**config.mk**
```make
export PLATFORM = sky130hd
export DESIGN_NAME = http_chunked_body_decoder
export DESIGN_NICKNAME = d
export VERILOG_FILES = /design/src/hw/rtl/hcbd_pkg.sv /design/src/hw/rtl/http_chunked_body_decoder.sv
export SDC_FILE = /design/constraint.sdc
export NUM_CORES = 1
export LEC_CHECK = 0
export BUFFER_PORTS_ARGS = -buffer_cell sky130_fd_sc_hd__buf_2
export CAP_MARGIN = 20
export CORE_MARGIN = 3
export CORE_UTILIZATION = 60
export DETAILED_ROUTE_END_ITERATION = 8
export GPL_TIMING_DRIVEN = 0
export PLACE_DENSITY = 0.81
export REMOVE_ABC_BUFFERS = 1
export SYNTH_ARGS = -nofsm -noshare
export SYNTH_HDL_FRONTEND = slang
export SYNTH_SLANG_ARGS = --single-unit
```
**constraint.sdc**
```tcl
create_clock -name clk -period 12.1 [get_ports clk]
set_input_delay 1.815 -clock clk [delete_from_list [all_inputs] [get_ports clk]]
set_output_delay 1.815 -clock clk [all_outputs]
set_load 0.01 [all_outputs]
```
**src/hw/rtl/hcbd_pkg.sv**
```systemverilog
// Shared types, codes and character helpers for the chunked body decoder.
// No dependencies.
package hcbd_pkg;

	// Field widths, fixed by the stream formats
	localparam int unsigned OP_W     = 2;
	localparam int unsigned BYTE_W   = 8;
	localparam int unsigned LEN_W    = 24;
	localparam int unsigned ERR_W    = 3;
	localparam int unsigned KIND_W   = 2;
	localparam int unsigned OUT_W    = 40;  // 8 + 24 + 3 packed, padded to bytes
	localparam int unsigned CFG_IDX_W = 1;

	// Defaults for the top-level parameters
	localparam int unsigned DEF_LINE_CAP    = 64;
	localparam int unsigned DEF_LENGTH_BITS = 24;

	// Configuration reset values
	localparam logic [LEN_W-1:0] MAX_BODY_RESET = 24'hFF_FFFF;

	// Configuration register indexes
	localparam logic [CFG_IDX_W-1:0] CFG_MAX_BODY = 1'd0;
	localparam logic [CFG_IDX_W-1:0] CFG_TRAILER  = 1'd1;

	// Request operations
	localparam logic [OP_W-1:0] OP_BYTE   = 2'd0;
	localparam logic [OP_W-1:0] OP_START  = 2'd1;
	localparam logic [OP_W-1:0] OP_END    = 2'd2;
	localparam logic [OP_W-1:0] OP_UNUSED = 2'd3;

	// Result kinds
	localparam logic [KIND_W-1:0] K_FRAME = 2'd0;
	localparam logic [KIND_W-1:0] K_BYTE  = 2'd1;
	localparam logic [KIND_W-1:0] K_DONE  = 2'd2;
	localparam logic [KIND_W-1:0] K_ERROR = 2'd3;

	// Error codes
	localparam logic [ERR_W-1:0] E_NONE     = 3'd0;
	localparam logic [ERR_W-1:0] E_LONGLINE = 3'd1;
	localparam logic [ERR_W-1:0] E_NEGATIVE = 3'd2;
	localparam logic [ERR_W-1:0] E_LIMIT    = 3'd3;
	localparam logic [ERR_W-1:0] E_EARLY    = 3'd4;

	// Characters
	localparam logic [BYTE_W-1:0] CH_LF    = 8'h0A;
	localparam logic [BYTE_W-1:0] CH_CR    = 8'h0D;
	localparam logic [BYTE_W-1:0] CH_TAB   = 8'h09;
	localparam logic [BYTE_W-1:0] CH_VT    = 8'h0B;
	localparam logic [BYTE_W-1:0] CH_FF    = 8'h0C;
	localparam logic [BYTE_W-1:0] CH_SPACE = 8'h20;
	localparam logic [BYTE_W-1:0] CH_MINUS = 8'h2D;
	localparam logic [BYTE_W-1:0] CH_PLUS  = 8'h2B;

	typedef enum logic [2:0] {
		PH_SIZE_BLANK,
		PH_SIZE_BODY,
		PH_DATA,
		PH_DATA_LINE,
		PH_TRAILER,
		PH_IDLE
	} phase_t;

	function automatic logic is_hex(input logic [BYTE_W-1:0] c);
		return (c inside {[8'h30:8'h39], [8'h61:8'h66], [8'h41:8'h46]});
	endfunction

	// Only meaningful when is_hex is true
	function automatic logic [3:0] hex_value(input logic [BYTE_W-1:0] c);
		logic [3:0] v;
		if (c inside {[8'h30:8'h39]}) begin
			v = c[3:0];
		end else begin
			v = 4'(c[3:0] + 4'd9);  // 'a'/'A' low nibble is 1
		end
		return v;
	endfunction

	function automatic logic is_blank(input logic [BYTE_W-1:0] c);
		return (c inside {CH_SPACE, CH_TAB, CH_VT, CH_FF, CH_CR});
	endfunction

endpackage

```
**src/hw/rtl/http_chunked_body_decoder.sv**
```systemverilog
// Chunked transfer decoder for HTTP/1.1 response bodies: top level.
// Depends on hcbd_pkg.
//
// Takes one request per cycle on the s_ stream (tuser = operation, tdata = byte) while the m_
// stream is not stalled, and answers every request with exactly one result on the m_ stream. A
// request goes into an input register, and the whole decode step (size line parsing, data
// pass-through, limit check against max_body_bytes) is one short combinational pass from there
// into the result register, so the block sustains one request per clock while the m_ stream is
// not stalled; the input and result registers let a new request in while a result still waits
// to be taken. Op 1 restarts the decoder at any time; after done or an error it answers framing
// results until the next restart. Configuration writes are taken on any cycle but should only
// be made while the block is idle.
module http_chunked_body_decoder #(
	parameter int unsigned LINE_CAP    = hcbd_pkg::DEF_LINE_CAP,    // 8..256
	parameter int unsigned LENGTH_BITS = hcbd_pkg::DEF_LENGTH_BITS  // 16..32
) (
	input  logic                          clk,
	input  logic                          arst_n,
	// requests
	input  logic                          s_tvalid,
	output logic                          s_tready,
	input  logic [hcbd_pkg::BYTE_W-1:0]   s_tdata,   // [7:0] stream_byte
	input  logic [hcbd_pkg::OP_W-1:0]     s_tuser,   // [1:0] op
	// results
	output logic                          m_tvalid,
	input  logic                          m_tready,
	output logic [hcbd_pkg::OUT_W-1:0]    m_tdata,   // [7:0] body_byte, [31:8] body_length,
	                                                 // [34:32] error_code, [39:35] zero
	output logic [hcbd_pkg::KIND_W-1:0]   m_tuser,   // [1:0] kind
	// configuration
	input  logic                          cfg_we,
	input  logic [hcbd_pkg::CFG_IDX_W-1:0] cfg_index,
	input  logic [hcbd_pkg::LEN_W-1:0]    cfg_data
);

	// Line counter holds up to LINE_CAP-2
	localparam int unsigned LL_W   = $clog2(LINE_CAP);
	localparam int unsigned SIZE_W = LENGTH_BITS + 1;
	localparam int unsigned SUM_W  = ((SIZE_W > hcbd_pkg::LEN_W) ? SIZE_W : hcbd_pkg::LEN_W) + 1;
	localparam logic [LL_W-1:0]   LINE_LAST = LL_W'(LINE_CAP - 2);
	localparam logic [SIZE_W+3:0] SIZE_SAT  = (SIZE_W+4)'({SIZE_W{1'b1}});

	// configuration registers
	logic [hcbd_pkg::LEN_W-1:0] max_body_q;
	logic                       trailer_q;

	always_ff @(posedge clk or negedge arst_n) begin
		if (!arst_n) begin
			max_body_q <= hcbd_pkg::MAX_BODY_RESET;
			trailer_q  <= 1'b0;
		end else if (cfg_we) begin
			case (cfg_index)
				hcbd_pkg::CFG_MAX_BODY: max_body_q <= cfg_data;
				hcbd_pkg::CFG_TRAILER:  trailer_q  <= cfg_data[0];
				default: ;
			endcase
		end
	end

	// input register
	logic                        valid_s1;
	logic [hcbd_pkg::OP_W-1:0]   op_s1;
	logic [hcbd_pkg::BYTE_W-1:0] byte_s1;
	logic                        out_free;
	logic                        advance;

	assign out_free = !m_tvalid || m_tready;
	assign advance  = valid_s1 && out_free;
	assign s_tready = !valid_s1 || out_free;

	always_ff @(posedge clk or negedge arst_n) begin
		if (!arst_n) begin
			valid_s1 <= 1'b0;
		end else if (s_tready) begin
			valid_s1 <= s_tvalid;
		end
	end

	always_ff @(posedge clk) begin
		if (s_tready && s_tvalid) begin
			op_s1   <= s_tuser;
			byte_s1 <= s_tdata;
		end
	end

	// decoder state
	hcbd_pkg::phase_t           phase_q, phase_d;
	logic [LL_W-1:0]            line_q, line_d;
	logic [SIZE_W-1:0]          size_q, size_d;
	logic                       neg_q, neg_d;
	logic                       dend_q, dend_d;
	logic [hcbd_pkg::LEN_W-1:0] left_q, left_d;
	logic [hcbd_pkg::LEN_W-1:0] total_q, total_d;

	// result of this step
	logic [hcbd_pkg::KIND_W-1:0] kind_d;
	logic [hcbd_pkg::BYTE_W-1:0] bbyte_d;
	logic [hcbd_pkg::LEN_W-1:0]  blen_d;
	logic [hcbd_pkg::ERR_W-1:0]  err_d;

	// helpers
	logic              c_lf, c_hex, line_full, over_limit;
	logic [SIZE_W+3:0] shifted;
	logic [SIZE_W-1:0] size_add;
	logic [SUM_W-1:0]  sum;

	assign c_lf      = (byte_s1 == hcbd_pkg::CH_LF);
	assign c_hex     = hcbd_pkg::is_hex(byte_s1);
	assign line_full = (line_q >= LINE_LAST);

	// size * 16 + digit, saturating
	assign shifted  = {size_q, hcbd_pkg::hex_value(byte_s1)};
	assign size_add = (shifted > SIZE_SAT) ? SIZE_W'(SIZE_SAT) : shifted[SIZE_W-1:0];

	assign sum        = SUM_W'(total_q) + SUM_W'(size_q);
	assign over_limit = (sum > SUM_W'(max_body_q));

	always_comb begin
		phase_d = phase_q;
		line_d  = line_q;
		size_d  = size_q;
		neg_d   = neg_q;
		dend_d  = dend_q;
		left_d  = left_q;
		total_d = total_q;
		kind_d  = hcbd_pkg::K_FRAME;
		bbyte_d = '0;
		blen_d  = '0;
		err_d   = hcbd_pkg::E_NONE;

		if (op_s1 == hcbd_pkg::OP_START) begin
			phase_d = hcbd_pkg::PH_SIZE_BLANK;
			line_d  = '0;
			size_d  = '0;
			neg_d   = 1'b0;
			dend_d  = 1'b0;
			left_d  = '0;
			total_d = '0;
		end else if (op_s1 == hcbd_pkg::OP_UNUSED || phase_q == hcbd_pkg::PH_IDLE) begin
			// nothing to do
		end else if (op_s1 == hcbd_pkg::OP_END) begin
			phase_d = hcbd_pkg::PH_IDLE;
			if (phase_q == hcbd_pkg::PH_TRAILER) begin
				kind_d = hcbd_pkg::K_DONE;
				blen_d = total_q;
			end else begin
				kind_d = hcbd_pkg::K_ERROR;
				err_d  = hcbd_pkg::E_EARLY;
			end
		end else begin
			case (phase_q)
				hcbd_pkg::PH_DATA: begin
					left_d  = left_q - 1'b1;
					total_d = total_q + 1'b1;
					if (left_q == hcbd_pkg::LEN_W'(1)) begin
						phase_d = hcbd_pkg::PH_DATA_LINE;
					end
					kind_d  = hcbd_pkg::K_BYTE;
					bbyte_d = byte_s1;
				end
				hcbd_pkg::PH_DATA_LINE: begin
					if (c_lf) begin
						phase_d = hcbd_pkg::PH_SIZE_BLANK;
					end
				end
				hcbd_pkg::PH_TRAILER: begin
					if (c_lf || line_full) begin
						phase_d = hcbd_pkg::PH_IDLE;
						kind_d  = hcbd_pkg::K_DONE;
						blen_d  = total_q;
					end else begin
						line_d = line_q + 1'b1;
					end
				end
				default: begin
					// size line
					if (c_lf) begin
						line_d = '0;
						size_d = '0;
						dend_d = 1'b0;
						if (size_q == '0) begin
							neg_d = 1'b0;
							if (trailer_q) begin
								phase_d = hcbd_pkg::PH_TRAILER;
							end else begin
								phase_d = hcbd_pkg::PH_IDLE;
								kind_d  = hcbd_pkg::K_DONE;
								blen_d  = total_q;
							end
						end else if (neg_q) begin
							neg_d   = 1'b0;
							phase_d = hcbd_pkg::PH_IDLE;
							kind_d  = hcbd_pkg::K_ERROR;
							err_d   = hcbd_pkg::E_NEGATIVE;
						end else if (over_limit) begin
							phase_d = hcbd_pkg::PH_IDLE;
							kind_d  = hcbd_pkg::K_ERROR;
							err_d   = hcbd_pkg::E_LIMIT;
						end else begin
							// passed the limit check, so it fits the length width
							left_d  = size_q[hcbd_pkg::LEN_W-1:0];
							phase_d = hcbd_pkg::PH_DATA;
						end
					end else if (line_full) begin
						phase_d = hcbd_pkg::PH_IDLE;
						kind_d  = hcbd_pkg::K_ERROR;
						err_d   = hcbd_pkg::E_LONGLINE;
					end else begin
						line_d = line_q + 1'b1;
						if (phase_q == hcbd_pkg::PH_SIZE_BLANK) begin
							if (!hcbd_pkg::is_blank(byte_s1)) begin
								phase_d = hcbd_pkg::PH_SIZE_BODY;
								if (byte_s1 == hcbd_pkg::CH_MINUS) begin
									neg_d = 1'b1;
								end else if (c_hex) begin
									size_d = size_add;
								end else if (byte_s1 != hcbd_pkg::CH_PLUS) begin
									dend_d = 1'b1;
								end
							end
						end else if (!dend_q) begin
							if (c_hex) begin
								size_d = size_add;
							end else begin
								dend_d = 1'b1;
							end
						end
					end
				end
			endcase
		end
	end

	always_ff @(posedge clk or negedge arst_n) begin
		if (!arst_n) begin
			phase_q <= hcbd_pkg::PH_SIZE_BLANK;
			line_q  <= '0;
			size_q  <= '0;
			neg_q   <= 1'b0;
			dend_q  <= 1'b0;
			left_q  <= '0;
			total_q <= '0;
		end else if (advance) begin
			phase_q <= phase_d;
			line_q  <= line_d;
			size_q  <= size_d;
			neg_q   <= neg_d;
			dend_q  <= dend_d;
			left_q  <= left_d;
			total_q <= total_d;
		end
	end

	// result register
	always_ff @(posedge clk or negedge arst_n) begin
		if (!arst_n) begin
			m_tvalid <= 1'b0;
		end else if (out_free) begin
			m_tvalid <= valid_s1;
		end
	end

	always_ff @(posedge clk) begin
		if (advance) begin
			m_tuser <= kind_d;
			m_tdata <= {5'b0, err_d, blen_d, bbyte_d};
		end
	end

endmodule
```
* Yosys cells after proc, flatten, opt, wreduce, memory -nomap -nowiden
Index checks and enable logic that the tools add are counted.
** Storage, ports and cells
- Memories kept :: 0
- Memory bits (writable) :: 0
- Word-level logic and storage cells :: 197
- Latch bits :: 0
- Flip-flop bits (word level) :: 158
- Input bits :: 40
- Memory bits (read-only) :: 0
** Operators by class
- Shift operators :: 0
- Mux-type cells :: 94
- Div/mod/pow operators :: 0
- Add/sub/neg operators :: 5
- $mul :: 0
- Reductions and logical operators :: 34
- Magnitude comparators :: 9
- Bitwise operators :: 2
- Eq/ne operators :: 37
** Operators with widths (count)
- 24-bit 2-to-1 mux :: 17
- 25-bit 2-to-1 mux :: 12
- 24-bit one-hot mux with 2 select lines :: 2
- 3-bit 2-to-1 mux :: 17
- 8-bit by 4-bit == test with 1-bit output (second input constant) :: 5
- 6-bit 2-to-1 mux :: 6
- 29-bit by 25-bit greater-than comparator with 1-bit output (second input constant) :: 1
- 24-bit by 25-bit adder with 26-bit output :: 1
- 26-bit by 24-bit greater-than comparator with 1-bit output :: 1
- 25-bit zero test :: 1
- 1-bit 2-to-1 mux :: 25
- 24-bit by 1-bit adder with 24-bit output (second input constant) :: 1
- 24-bit by 1-bit == test with 1-bit output (second input constant) :: 1
- 8-bit AND reduction :: 3
- 24-bit by 1-bit subtractor with 24-bit output (second input constant) :: 1
- 2-bit 2-to-1 mux :: 11
- 4-bit inequality test (second input constant) :: 5
- 8-bit by 6-bit == test with 1-bit output (second input constant) :: 2
- 8-bit by 7-bit >= comparator with 1-bit output (second input constant) :: 2
- 8-bit by 7-bit <= comparator with 1-bit output (second input constant) :: 2
- 6-bit one-hot mux with 2 select lines :: 1
- 3-bit nonzero test :: 4
- 3-bit one-hot mux with 3 select lines :: 1
- 9-bit AND reduction :: 1
- 36 further kinds :: 58

* Longest topological paths before layout
Gate-level depths: netlist (run 1).
- Word-level depth :: 15
- Gate-level depth with buffers :: 21

* Worst setup path before layout (run 1)
No wires, ideal clock.
- Path type :: flip-flop to flip-flop
- Start point :: register total_q[0] in the netlist's numbering
- End point :: register left_q[10] in the netlist's numbering
- Path slack :: 7.450 ns
- Required time :: 12.004 ns
- Cell stages (with the launch flop) :: 21
- Library setup time :: 0.096 ns
- Arrival :: 4.554 ns
- Cell sequence :: dfrtp_1 -> ha_1 -> fa_1 -> a211oi_1 -> o21ai_2 -> o211ai_1 -> a21oi_1 -> a41oi_1 -> o21bai_1 -> a21oi_1 -> xnor2_1 -> ha_1 -> or3_1 -> o211ai_1 -> or4b_1 -> nand2_2 -> o2111ai_4 -> and2_1 -> buf_6 -> buf_6 -> o32ai_2
** Between the ends
- Longest elaborated chain between the ends :: 4
** Ends and longest elaborated chain
- start: declaration :: RTL line http_chunked_body_decoder.sv:93 : logic [hcbd_pkg::LEN_W-1:0] total_q, total_d;
- start signal: assignment :: RTL line http_chunked_body_decoder.sv:250 : total_q <= total_d;
- 24-bit by 25-bit adder with 26-bit output :: RTL line http_chunked_body_decoder.sv:115 : assign sum = SUM_W'(total_q) + SUM_W'(size_q);
- 26-bit by 24-bit greater-than comparator with 1-bit output :: RTL line http_chunked_body_decoder.sv:116 : assign over_limit = (sum > SUM_W'(max_body_q));
- 3-bit by 1-bit inequality test with 1-bit output (no line)
- 8-bit AND reduction (no line)
- end signal: assignment :: RTL line http_chunked_body_decoder.sv:249 : left_q <= left_d;
- end: declaration :: RTL line http_chunked_body_decoder.sv:92 : logic [hcbd_pkg::LEN_W-1:0] left_q, left_d;
Every way passes these cells.
A chain may end at the register's enable or synchronous reset.

* Final worst setup path (run 1)
- Start point :: register total_q[0] in the netlist's numbering
- End point :: register left_q[18] in the netlist's numbering
The elaborated chain is that of the path after synthesis.

==> results of run 1 <==
[synthesized netlist by cell type, drive strengths merged (5+ instances only)]
| master | number | area [um2] |
|---|---|---|
| mux2i | 25 | 250 |
| edfxtp | 47 | 1410 |
| a211oi | 12 | 95.1 |
| and3 | 14 | 87.6 |
| inv | 85 | 319 |
| nor3 | 24 | 120 |
| or4 | 5 | 37.5 |
| o21bai | 7 | 52.6 |
| nor2 | 83 | 312 |
| dfstp | 24 | 631 |
| nand2b | 9 | 56.3 |
| nand3 | 28 | 140 |
| o21ai | 82 | 414 |
| o31ai | 5 | 42.5 |
| nor2b | 7 | 43.8 |
| a21o | 6 | 45.0 |
| o32ai | 21 | 312 |
| nand2 | 69 | 262 |
| o211ai | 7 | 52.6 |
| dfrtp | 87 | 2180 |
| clkbuf | 37 | 139 |
| nor4 | 17 | 113 |
| nand4 | 15 | 93.8 |
| and2 | 39 | 244 |
| buf | 14 | 100 |
| a31oi | 17 | 106 |
| xor2 | 23 | 201 |
| a21oi | 73 | 365 |
| xnor2 | 19 | 166 |
| ha | 61 | 763 |
| mux2 | 6 | 67.6 |
[critical path: stages (launching register included)]
cell and delay (ns):
dfrtp_1 0.50, ha_1 0.29, fa_1 0.42, a211oi_1 0.31, o21ai_2 0.15, o211ai_1 0.30, a21oi_1 0.17, a41oi_1 0.34
o21bai_1 0.10, a21oi_1 0.19, xnor2_1 0.15, ha_1 0.26, or3_1 0.37, o211ai_1 0.17, or4b_1 0.49, nand2_2 0.17
o2111ai_4 0.41, and2_1 0.50, buf_16 0.24, o32ai_2 0.26
[per-stage QoR]
stage          setup slack [ns]  area, um2
5_1_grt                    5.92      11000
2_1_floorplan              7.07       9550
3_5_place_dp               6.29      10400
6_report                   6.20      11000
4_1_cts                    6.28      11000
3_3_place_gp               6.14      10200
[flip-flops by register name, indices dropped and copies added (netlist names), 2 cells and up]
name and cells:
byte_s1 8, left_q 24, line_q 6, m_tdata 35
m_tuser 2, max_body_q 24, op_s1 2, phase_q 3
size_q 25, total_q 24
[worst paths after layout]
path	startpoint	to	slack, ns	cells past startpoint
min in group asynchronous	arst_n	m_tvalid	1.42	1
min reg2reg	max_body_q[14]	max_body_q[14]	0.50	2
min	max_body_q[14]	max_body_q[14]	0.50	2
max	total_q[0]	left_q[18]	6.20	19
max in group asynchronous	arst_n	max_body_q[13]	9.90	2
max reg2reg	total_q[0]	left_q[18]	6.20	19
[metal layers]
metal,global-route usage,vias up,share of wire
met2,0.412,335,0.47
li1,-,3823,-
met4,0.0937,0,0.024
met5,0,-,0
met1,0.359,3825,0.43
met3,0.0495,52,0.077
[power by group through the flow]
stage,Sequential [mW],Combinational [mW],Clock [mW]
after floorplan,0.785,0.743,0
after global placement,0.829,0.917,0
after detailed placement,0.834,0.967,0
after CTS,0.826,0.978,0.525
after global routing,0.849,1.11,0.547
final,0.833,0.983,0.522
[final cells by class]
cell class	count	area share
well taps	216	0.0246
inverters	85	0.0291
clock inverters	13	0.0118
repair buffers	87	0.0515
flip-flops and latches	158	0.384
multi-input cells	740	0.458
clock buffers	19	0.0403
[cell families after synthesis]
logic type | synth area share
AO/OA/AOI/OAI | 0.188
XOR/XNOR | 0.0376
adder cells (fa/ha/maj) | 0.0801
buffers and inverters | 0.0571
flip-flops | 0.432
multiplexers | 0.0325
other | 0.000384
AND/OR/NAND/NOR | 0.173
==> run_summary.xml, run 1 <==
<?xml version="1.0" encoding="UTF-8"?>
<metrics>
  <group name="run_status">
    <metric name="run_status" unit="">completed</metric>
  </group>
  <group name="timing">
    <metric name="maxSlewViolCount" unit="">0</metric>
    <metric name="final_report_hold_violation_count" unit="">0</metric>
    <metric name="post-route-period-util" unit="">0.488</metric>
    <metric name="worst_slew_pin_slew" unit="ns">1.07</metric>
    <metric name="report.final.setup_viol" unit="">0</metric>
    <metric name="max_clock_freq" unit="GHz">0.169</metric>
    <metric name="rsz0062_at_grt" unit="">no</metric>
    <metric name="setup_total_negative_slack" unit="ns">0</metric>
    <metric name="finalCriticalPeriod" unit="ns">5.90</metric>
    <metric name="setup_clock_skew_after_layout" unit="ns">0.00940</metric>
    <metric name="slew_headroom" unit="">0.283</metric>
    <metric name="timing.hold.ws" unit="ns">0.504</metric>
  </group>
  <group name="setup_path">
    <metric name="critPathCaptureType" unit="">register</metric>
    <metric name="crit_path_start_kind" unit="">register</metric>
    <metric name="worstPathArrival" unit="ns">6.23</metric>
    <metric name="critPathKind" unit="">register to register</metric>
    <metric name="critical_path_peak_fanout" unit="">24</metric>
    <metric name="cp_data_required_time" unit="ns">12.43</metric>
  </group>
  <group name="layout">
    <metric name="layout.cells.non_filler" unit="">1318</metric>
    <metric name="fill_cells" unit="">1247</metric>
    <metric name="mostFrequentLayoutCell" unit="">dfrtp_1</metric>
    <metric name="final_util" unit="">0.691</metric>
    <metric name="most-common-layout-cells" unit="">dfrtp_1, nor2_1, inv_1, buf_2, a21oi_1</metric>
    <metric name="register_area" unit="mm2">0.00422</metric>
    <metric name="multi_input_comb_area" unit="mm2">0.00503</metric>
    <metric name="nets" unit="">1191</metric>
    <metric name="post_route_cells_drive_above_1_share" unit="">0.162</metric>
    <metric name="area_delta_synth_final" unit="%">12.4</metric>
    <metric name="antennaDiodeCount" unit="">0</metric>
  </group>
  <group name="clocking">
    <metric name="clock_tree.htree_level_count" unit="">4</metric>
    <metric name="cts_root_buf" unit="">clkbuf_16</metric>
    <metric name="clock_buffers_created_by_tritoncts" unit="">17</metric>
    <metric name="max-clock-path-buffers" unit="">2</metric>
    <metric name="cts_setup_buffers" unit="">0</metric>
    <metric name="clkLatencyLatePin" unit="ns">0.43</metric>
    <metric name="post_cts_hold_buffers" unit="">0</metric>
    <metric name="resize_count_post_cts" unit="">0</metric>
    <metric name="clkSlewWorstSetupHoldPaths" unit="ns">0.07</metric>
    <metric name="clock-sinks" unit="">158</metric>
    <metric name="tritoncts_clock_tree" unit="">yes</metric>
  </group>
  <group name="floorplan">
    <metric name="fp.coreArea" unit="mm2">0.0159</metric>
    <metric name="initial_core_utilization" unit="">0.615</metric>
    <metric name="i_o_pin_total" unit="">84</metric>
    <metric name="die-area" unit="mm2">0.0179</metric>
    <metric name="dieHeight" unit="um">134</metric>
    <metric name="die-width" unit="um">134</metric>
    <metric name="row_count" unit="">46</metric>
  </group>
  <group name="drt">
    <metric name="total_routed_length" unit="um">22700</metric>
    <metric name="remaining_drc_errors" unit="">0</metric>
    <metric name="final_antenna_net_count" unit="">0</metric>
    <metric name="number_of_iterations_in_the_first_detailed_routing_pass" unit="">7</metric>
    <metric name="route.vias.total" unit="">8035</metric>
    <metric name="first_iter_violations" unit="">808</metric>
    <metric name="via_density_per_instance" unit="">6.10</metric>
    <metric name="wl_per_cell" unit="um">17.2</metric>
  </group>
  <group name="synthesis">
    <metric name="syn-instance-count" unit="">1030</metric>
    <metric name="synth_seq_cells" unit="">158</metric>
    <metric name="synthArstFlopShare" unit="">0.703</metric>
    <metric name="postSynth.topFlopCell" unit="">dfrtp_1</metric>
    <metric name="synth_area_per_cell" unit="um2">9.49</metric>
    <metric name="synth_edf_count" unit="">47</metric>
    <metric name="synth_cell_type_count" unit="">81</metric>
    <metric name="seq_area_frac_synth" unit="">0.432</metric>
    <metric name="synth.yosys.warnings" unit="">0</metric>
    <metric name="syn_std_cell_area" unit="mm2">0.00977</metric>
  </group>
  <group name="global_routing">
    <metric name="antenna_violations_before_repair" unit="">0</metric>
    <metric name="grt_pass1_vias" unit="">7623</metric>
    <metric name="overall_fraction_of_global_route_tracks_in_use" unit="">0.260</metric>
    <metric name="gr_ovfl_total" unit="">0</metric>
    <metric name="pin_count_of_the_biggest_net_entering_global_routing" unit="">62</metric>
    <metric name="grt_first_pass_wirelength" unit="um">37700</metric>
  </group>
  <group name="run">
    <metric name="max_cap_viol_count" unit="">0</metric>
  </group>
  <group name="pwr">
    <metric name="pwr_density_cell" unit="mW/mm2">213</metric>
    <metric name="switching_share" unit="">0.408</metric>
    <metric name="total_leakage_power" unit="nW">4.91</metric>
    <metric name="totalPowerFinal" unit="mW">2.34</metric>
    <metric name="power.combinational.fraction" unit="">0.420</metric>
    <metric name="internal_power" unit="mW">1.38</metric>
    <metric name="share_clk_of_total_power" unit="">0.223</metric>
    <metric name="vdd.ir_drop.worst" unit="mV">0.117</metric>
    <metric name="pwr-share-seq" unit="">0.356</metric>
    <metric name="switching_power" unit="uW">953</metric>
  </group>
  <group name="min_path">
    <metric name="min_path_type" unit="">register to register</metric>
  </group>
  <group name="place">
    <metric name="hpwl" unit="um">16100</metric>
    <metric name="post-place-cells" unit="">1284</metric>
    <metric name="io_buffers" unit="">78</metric>
    <metric name="gp_congestion" unit="">0.902</metric>
  </group>
</metrics>
No activity file was read; power rests on OpenSTA's default activity.
==> run 2, diff against run 1 <==
--- a/config.mk
+++ b/config.mk
@@ -8,10 +8,10 @@
 export BUFFER_PORTS_ARGS = -buffer_cell sky130_fd_sc_hd__buf_2
 export CAP_MARGIN = 20
 export CORE_MARGIN = 3
-export CORE_UTILIZATION = 60
+export CORE_UTILIZATION = 55
 export DETAILED_ROUTE_END_ITERATION = 8
 export GPL_TIMING_DRIVEN = 0
-export PLACE_DENSITY = 0.81
+export PLACE_DENSITY = 0.78
 export REMOVE_ABC_BUFFERS = 1
 export SYNTH_ARGS = -nofsm -noshare
 export SYNTH_HDL_FRONTEND = slang
==> constraint.sdc (replaced) <==
create_clock -name clk -period 4.8 [get_ports clk]
set_input_delay 0.72 -clock clk [delete_from_list [all_inputs] [get_ports clk]]
set_output_delay 0.72 -clock clk [all_outputs]
set_load 0.01 [all_outputs]
==> run_summary.xml, run 2 (synthesis gave the netlist of run 1 again) <==
<?xml version="1.0" encoding="UTF-8"?>
<metrics>
  <group name="clocking">
    <metric name="clkSlewWorstSetupHoldPaths" unit="ns">0.07</metric>
    <metric name="cts_root_buf" unit="">clkbuf_16</metric>
    <metric name="max-clock-path-buffers" unit="">2</metric>
    <metric name="tritoncts_clock_tree" unit="">yes</metric>
    <metric name="clock_buffers_created_by_tritoncts" unit="">17</metric>
    <metric name="clock_tree.htree_level_count" unit="">4</metric>
    <metric name="clock-sinks" unit="">158</metric>
    <metric name="clkLatencyLatePin" unit="ns">0.43</metric>
  </group>
  <group name="pwr">
    <metric name="vdd.ir_drop.worst" unit="mV">0.310</metric>
    <metric name="pwr_density_cell" unit="mW/mm2">560</metric>
    <metric name="totalPowerFinal" unit="mW">6.49</metric>
    <metric name="total_leakage_power" unit="nW">5.09</metric>
  </group>
  <group name="global_routing">
    <metric name="antenna_violations_before_repair" unit="">0</metric>
    <metric name="grt_first_pass_wirelength" unit="um">39600</metric>
    <metric name="gr_ovfl_total" unit="">0</metric>
    <metric name="grt_pass1_vias" unit="">7830</metric>
    <metric name="overall_fraction_of_global_route_tracks_in_use" unit="">0.249</metric>
    <metric name="pin_count_of_the_biggest_net_entering_global_routing" unit="">74</metric>
  </group>
  <group name="drt">
    <metric name="final_antenna_net_count" unit="">0</metric>
    <metric name="first_iter_violations" unit="">1049</metric>
    <metric name="via_density_per_instance" unit="">6.19</metric>
    <metric name="wl_per_cell" unit="um">18.8</metric>
    <metric name="number_of_iterations_in_the_first_detailed_routing_pass" unit="">8</metric>
    <metric name="total_routed_length" unit="um">25400</metric>
    <metric name="route.vias.total" unit="">8372</metric>
    <metric name="remaining_drc_errors" unit="">0</metric>
  </group>
  <group name="timing">
    <metric name="worst_slew_pin_slew" unit="ns">1.14</metric>
    <metric name="rsz0062_at_grt" unit="">yes</metric>
    <metric name="final_report_hold_violation_count" unit="">0</metric>
    <metric name="slew_headroom" unit="">0.237</metric>
    <metric name="max_clock_freq" unit="GHz">0.202</metric>
    <metric name="setup_clock_skew_after_layout" unit="ns">0.00756</metric>
    <metric name="fin_ws" unit="ns">-0.149</metric>
    <metric name="maxSlewViolCount" unit="">0</metric>
    <metric name="post-route-period-util" unit="">1.03</metric>
    <metric name="report.final.setup_viol" unit="">24</metric>
    <metric name="finalCriticalPeriod" unit="ns">4.95</metric>
    <metric name="setup_total_negative_slack" unit="ns">-2.46</metric>
  </group>
  <group name="layout">
    <metric name="area_delta_synth_final" unit="%">18.5</metric>
    <metric name="fill_cells" unit="">1291</metric>
    <metric name="post_route_cells_drive_above_1_share" unit="">0.223</metric>
    <metric name="mostFrequentLayoutCell" unit="">nor2_1</metric>
    <metric name="reg.largest.list" unit="">m_tdata (35), size_q (25)</metric>
    <metric name="layout.cells.non_filler" unit="">1353</metric>
    <metric name="largest_register_ffs" unit="">35</metric>
    <metric name="final_design_area_no_fill" unit="mm2">0.0116</metric>
    <metric name="nets" unit="">1217</metric>
    <metric name="register_name_with_the_most_flops" unit="">m_tdata</metric>
    <metric name="antennaDiodeCount" unit="">0</metric>
    <metric name="most-common-layout-cells" unit="">nor2_1, inv_1, dfrtp_1, buf_2, nand2_1</metric>
  </group>
  <group name="place">
    <metric name="hpwl" unit="um">16500</metric>
    <metric name="io_buffers" unit="">78</metric>
    <metric name="gp_congestion" unit="">0.879</metric>
    <metric name="post-place-cells" unit="">1292</metric>
    <metric name="placedInstanceArea" unit="mm2">0.0104</metric>
    <metric name="dpl_worst_slack" unit="ns">-1.10</metric>
  </group>
  <group name="setup_path">
    <metric name="critPathCaptureType" unit="">register</metric>
    <metric name="crit_path_start_kind" unit="">register</metric>
    <metric name="r2r_start" unit="">total_q[0]</metric>
    <metric name="crit-reg2reg-capture" unit="">left_q[22]</metric>
    <metric name="ff2ff_path_depth" unit="">20</metric>
    <metric name="rrSetupSlack" unit="ns">-0.15</metric>
    <metric name="critPathKind" unit="">register to register</metric>
    <metric name="critical_path_peak_fanout" unit="">7</metric>
    <metric name="worstPathArrival" unit="ns">5.29</metric>
    <metric name="crit_startpoint" unit="">total_q[0]</metric>
    <metric name="cp_data_required_time" unit="ns">5.14</metric>
  </group>
  <group name="floorplan">
    <metric name="dieHeight" unit="um">139</metric>
    <metric name="initial_core_utilization" unit="">0.563</metric>
    <metric name="i_o_pin_total" unit="">84</metric>
    <metric name="fp.coreArea" unit="mm2">0.0174</metric>
    <metric name="die-width" unit="um">139</metric>
    <metric name="die-area" unit="mm2">0.0194</metric>
    <metric name="row_count" unit="">48</metric>
  </group>
  <group name="run_status">
    <metric name="failed_checks" unit="">setup timing</metric>
    <metric name="run_status" unit="">finished, violations left</metric>
  </group>
  <group name="run">
    <metric name="max_cap_viol_count" unit="">0</metric>
  </group>
  <group name="min_path">
    <metric name="min_path_type" unit="">input port to async pin</metric>
  </group>
</metrics>
==> run 2: area by class of cell <==
cell class	count	area, um2	area share
timing repair buffer	112	772	0.0667
clock inverter	15	153	0.0132
clock buffer	17	425	0.0367
multi-input combinational	741	5400	0.466
sequential	158	4230	0.365
tap	225	282	0.0243
inverter	85	319	0.0276
==> run 2: repair_timing <==
item	CTS	global route
gates cloned	1	1
setup endpoints to repair	31	30
resized for setup	27	44
pin swaps	9	32
buffers inserted	14	11
hold endpoints to repair	0	0
hold buffers	0	0
==> run 2: worst max path at each step <==
stage / endpoint / slack [ns] / cells past startpoint
after floorplan: left_q[4] / -0.23 / 18
after global placement: left_q[5] / -1.25 / 18
after detailed placement: left_q[3] / -1.10 / 19
after CTS: left_q[14] / 0.008 / 20
after global routing: left_q[3] / -0.23 / 20
final: left_q[22] / -0.15 / 20
==> run 2: routing by layer <==
| layer | share of wire | routed length (um) | GRT usage |
|---|---|---|---|
| met1 | 0.41 | 10500 | 0.347 |
| met2 | 0.47 | 11900 | 0.391 |
| met3 | 0.088 | 2250 | 0.0447 |
| met4 | 0.031 | 786 | 0.0978 |
| met5 | 0 | 0 | 0 |
==> run 2: critical path: stages (launching register included) <==
cell and delay [ns]:
dfrtp_2 0.45, ha_2 0.23, fa_2 0.38, a211oi_2 0.30, o21ai_2 0.14, o211ai_1 0.19
buf_4 0.17, a21oi_4 0.06, a41oi_2 0.23, o21bai_1 0.10, a21oi_1 0.17, xnor2_1 0.16
ha_1 0.27, or3_1 0.32, o211ai_1 0.15, or4b_4 0.55, nand2_8 0.12, o2111ai_4 0.14
and2_4 0.28, clkbuf_16 0.18, o32ai_2 0.25
==> run 2: stage by stage <==
step | hold WS (ns) | utilization
finish | 0.279 | 0.667
global route | 0.300 | 0.667
CTS | 0.285 | 0.645
detailed placement | 0.495 | 0.598
global placement | 0.483 | 0.589
floorplan | 0.424 | -
==> run 2: power breakdown <==
group          switching, mW  internal, mW  total (mW)
combinational           1.72          1.31        3.03
clock                  0.609         0.733        1.34
sequential             0.397          1.72        2.12
total                   2.72          3.76        6.49
==> run 3, diff against run 2 <==
--- a/config.mk
+++ b/config.mk
@@ -7,11 +7,13 @@
 export LEC_CHECK = 0
 export BUFFER_PORTS_ARGS = -buffer_cell sky130_fd_sc_hd__buf_2
 export CAP_MARGIN = 20
+export CELL_PAD_IN_SITES_DETAIL_PLACEMENT = 0
+export CELL_PAD_IN_SITES_GLOBAL_PLACEMENT = 1
 export CORE_MARGIN = 3
-export CORE_UTILIZATION = 55
+export CORE_UTILIZATION = 43
 export DETAILED_ROUTE_END_ITERATION = 8
 export GPL_TIMING_DRIVEN = 0
-export PLACE_DENSITY = 0.78
+export PLACE_DENSITY = 0.79
 export REMOVE_ABC_BUFFERS = 1
 export SYNTH_ARGS = -nofsm -noshare
 export SYNTH_HDL_FRONTEND = slang
==> run_summary.xml, run 3 (synthesis gave the netlist of run 1 again) <==
<?xml version="1.0" encoding="UTF-8"?>
<metrics>
  <group name="setup_path">
    <metric name="worstPathArrival" unit="ns">5.21</metric>
    <metric name="cp_data_required_time" unit="ns">5.12</metric>
    <metric name="critical_path_peak_fanout" unit="">8</metric>
    <metric name="critPathKind" unit="">register to register</metric>
    <metric name="critPathCaptureType" unit="">register</metric>
    <metric name="crit_path_start_kind" unit="">register</metric>
    <metric name="ff2ff_path_depth" unit="">20</metric>
  </group>
  <group name="place">
    <metric name="gp_congestion" unit="">0.843</metric>
    <metric name="io_buffers" unit="">78</metric>
    <metric name="hpwl" unit="um">18100</metric>
    <metric name="dpl_worst_slack" unit="ns">-1.41</metric>
  </group>
  <group name="timing">
    <metric name="maxSlewViolCount" unit="">0</metric>
    <metric name="setup_clock_skew_after_layout" unit="ns">0.00927</metric>
    <metric name="post-route-period-util" unit="">1.02</metric>
    <metric name="rsz0062_at_grt" unit="">yes</metric>
    <metric name="worst_slew_pin_slew" unit="ns">1.21</metric>
    <metric name="finalCriticalPeriod" unit="ns">4.89</metric>
    <metric name="report.final.setup_viol" unit="">23</metric>
    <metric name="final_report_hold_violation_count" unit="">0</metric>
    <metric name="fin_ws" unit="ns">-0.0902</metric>
    <metric name="slew_headroom" unit="">0.189</metric>
    <metric name="max_clock_freq" unit="GHz">0.204</metric>
  </group>
  <group name="pwr">
    <metric name="power.combinational.fraction" unit="">0.449</metric>
    <metric name="share_clk_of_total_power" unit="">0.222</metric>
    <metric name="pwr_density_cell" unit="mW/mm2">550</metric>
    <metric name="pwr-share-seq" unit="">0.329</metric>
    <metric name="total_leakage_power" unit="nW">5.10</metric>
    <metric name="switching_share" unit="">0.411</metric>
    <metric name="switching_power" unit="mW">2.64</metric>
    <metric name="totalPowerFinal" unit="mW">6.43</metric>
    <metric name="internal_power" unit="mW">3.79</metric>
    <metric name="vdd.ir_drop.worst" unit="mV">0.249</metric>
  </group>
  <group name="floorplan">
    <metric name="i_o_pin_total" unit="">84</metric>
    <metric name="dieHeight" unit="um">157</metric>
    <metric name="die-area" unit="mm2">0.0246</metric>
    <metric name="initial_core_utilization" unit="">0.442</metric>
    <metric name="row_count" unit="">54</metric>
    <metric name="die-width" unit="um">157</metric>
    <metric name="fp.coreArea" unit="mm2">0.0221</metric>
  </group>
  <group name="clocking">
    <metric name="clkLatencyLatePin" unit="ns">0.43</metric>
    <metric name="clock_buffers_created_by_tritoncts" unit="">17</metric>
    <metric name="max-clock-path-buffers" unit="">2</metric>
    <metric name="cts_root_buf" unit="">clkbuf_16</metric>
    <metric name="clkSlewWorstSetupHoldPaths" unit="ns">0.07</metric>
    <metric name="clock-sinks" unit="">158</metric>
    <metric name="tritoncts_clock_tree" unit="">yes</metric>
    <metric name="clock_tree.htree_level_count" unit="">4</metric>
    <metric name="post_cts_hold_buffers" unit="">0</metric>
  </group>
  <group name="global_routing">
    <metric name="gr_ovfl_total" unit="">0</metric>
    <metric name="pin_count_of_the_biggest_net_entering_global_routing" unit="">68</metric>
    <metric name="grt_pass1_vias" unit="">7633</metric>
    <metric name="antenna_violations_before_repair" unit="">1</metric>
    <metric name="grt_first_pass_wirelength" unit="um">41000</metric>
    <metric name="overall_fraction_of_global_route_tracks_in_use" unit="">0.213</metric>
  </group>
  <group name="drt">
    <metric name="remaining_drc_errors" unit="">0</metric>
    <metric name="number_of_iterations_in_the_first_detailed_routing_pass" unit="">6</metric>
    <metric name="wl_per_cell" unit="um">18.6</metric>
    <metric name="via_density_per_instance" unit="">5.74</metric>
    <metric name="route.vias.total" unit="">8053</metric>
    <metric name="final_antenna_net_count" unit="">0</metric>
    <metric name="total_routed_length" unit="um">26000</metric>
    <metric name="first_iter_violations" unit="">610</metric>
  </group>
  <group name="min_path">
    <metric name="min_path_type" unit="">input port to async pin</metric>
  </group>
  <group name="run">
    <metric name="max_cap_viol_count" unit="">0</metric>
  </group>
  <group name="run_status">
    <metric name="failed_checks" unit="">setup timing</metric>
    <metric name="run_status" unit="">finished, violations left</metric>
  </group>
  <group name="layout">
    <metric name="reg.largest.list" unit="">m_tdata (35), size_q (25)</metric>
    <metric name="most-common-layout-cells" unit="">inv_1, nor2_1, dfrtp_1, buf_2, nand2_1</metric>
    <metric name="post_route_cells_drive_above_1_share" unit="">0.220</metric>
    <metric name="area_delta_synth_final" unit="%">19.6</metric>
    <metric name="largest_register_ffs" unit="">35</metric>
    <metric name="nets" unit="">1209</metric>
    <metric name="register_name_with_the_most_flops" unit="">m_tdata</metric>
    <metric name="fill_cells" unit="">1969</metric>
  </group>
</metrics>
## run 3: metal layers
layer	global-route usage	vias up	wire, um
met2	0.327	219	12000
met4	0.0750	0	541
li1	-	3882	-
met3	0.0470	36	1400
met1	0.297	3916	12100
met5	0	-	0
## run 3: metrics by stage
stage / instances / hold slack (ns) / util / setup TNS [ns] / cell area, um2
global route: 1401 / 0.240 / 0.529 / -4.40 / 11700
global placement: 1341 / 0.481 / 0.466 / -44.41 / 10300
detailed placement: 1350 / 0.497 / 0.476 / -33.47 / 10500
finish: 1402 / 0.223 / 0.529 / -1.14 / 11700
CTS: 1395 / 0.220 / 0.515 / 0 / 11400
floorplan: 983 / 0.424 / - / -4.91 / 9550
## run 3: final cells by class
| type | count | area (um2) | share of cell area |
|---|---|---|---|
| multi-input cells | 741 | 5410 | 0.462 |
| flip-flops and latches | 158 | 4230 | 0.362 |
| repair buffers | 104 | 768 | 0.0657 |
| clock buffers | 18 | 429 | 0.0367 |
| well taps | 280 | 350 | 0.0300 |
| inverters | 85 | 319 | 0.0273 |
| clock inverters | 14 | 183 | 0.0156 |
| diodes | 2 | 5.00 | 0.000428 |
## run 3: power groups by stage
stage	Combinational (mW)	Sequential (mW)	Clock, mW
4_1_cts	2.70	2.10	1.45
5_1_grt	3.22	2.16	1.50
2_1_floorplan	1.87	1.98	0
6_report	2.89	2.11	1.43
3_3_place_gp	2.38	2.12	0
3_5_place_dp	2.47	2.13	0
## run 3: path summary, 6_finish.rpt
kind / startpoint / endpoint / slack (ns)
setup reg to reg: size_q[1] / left_q[4] / -0.09
setup / recovery: size_q[1] / left_q[4] / -0.09
min in group clk: s_tdata[2] / byte_s1[2] / 0.46
hold / removal: arst_n / trailer_q / 0.22
hold reg to reg: max_body_q[15] / max_body_q[15] / 0.51
max in group asynchronous: arst_n / total_q[0] / 3.87
## run 3: repair_timing
action,4_1_cts,5_1_grt
endpoints found under the setup margin,31,30
pin swaps,10,39
gates cloned,1,1
gates resized for setup,34,40
setup buffers,12,3
## run 3: critical path, cell delays in order (launching register included)
cell	delay, ns
dfrtp_2	0.45
buf_4	0.19
fa_2	0.39
a211oi_2	0.27
o21ai_2	0.12
o211ai_1	0.17
buf_4	0.17
a21oi_4	0.06
a41oi_2	0.24
o21bai_1	0.13
a21oi_2	0.19
xnor2_2	0.16
ha_1	0.28
or3_1	0.31
o211ai_1	0.14
or4b_4	0.54
nand2_8	0.12
o2111ai_4	0.16
and2_4	0.29
clkbuf_16	0.18
a22o_1	0.20
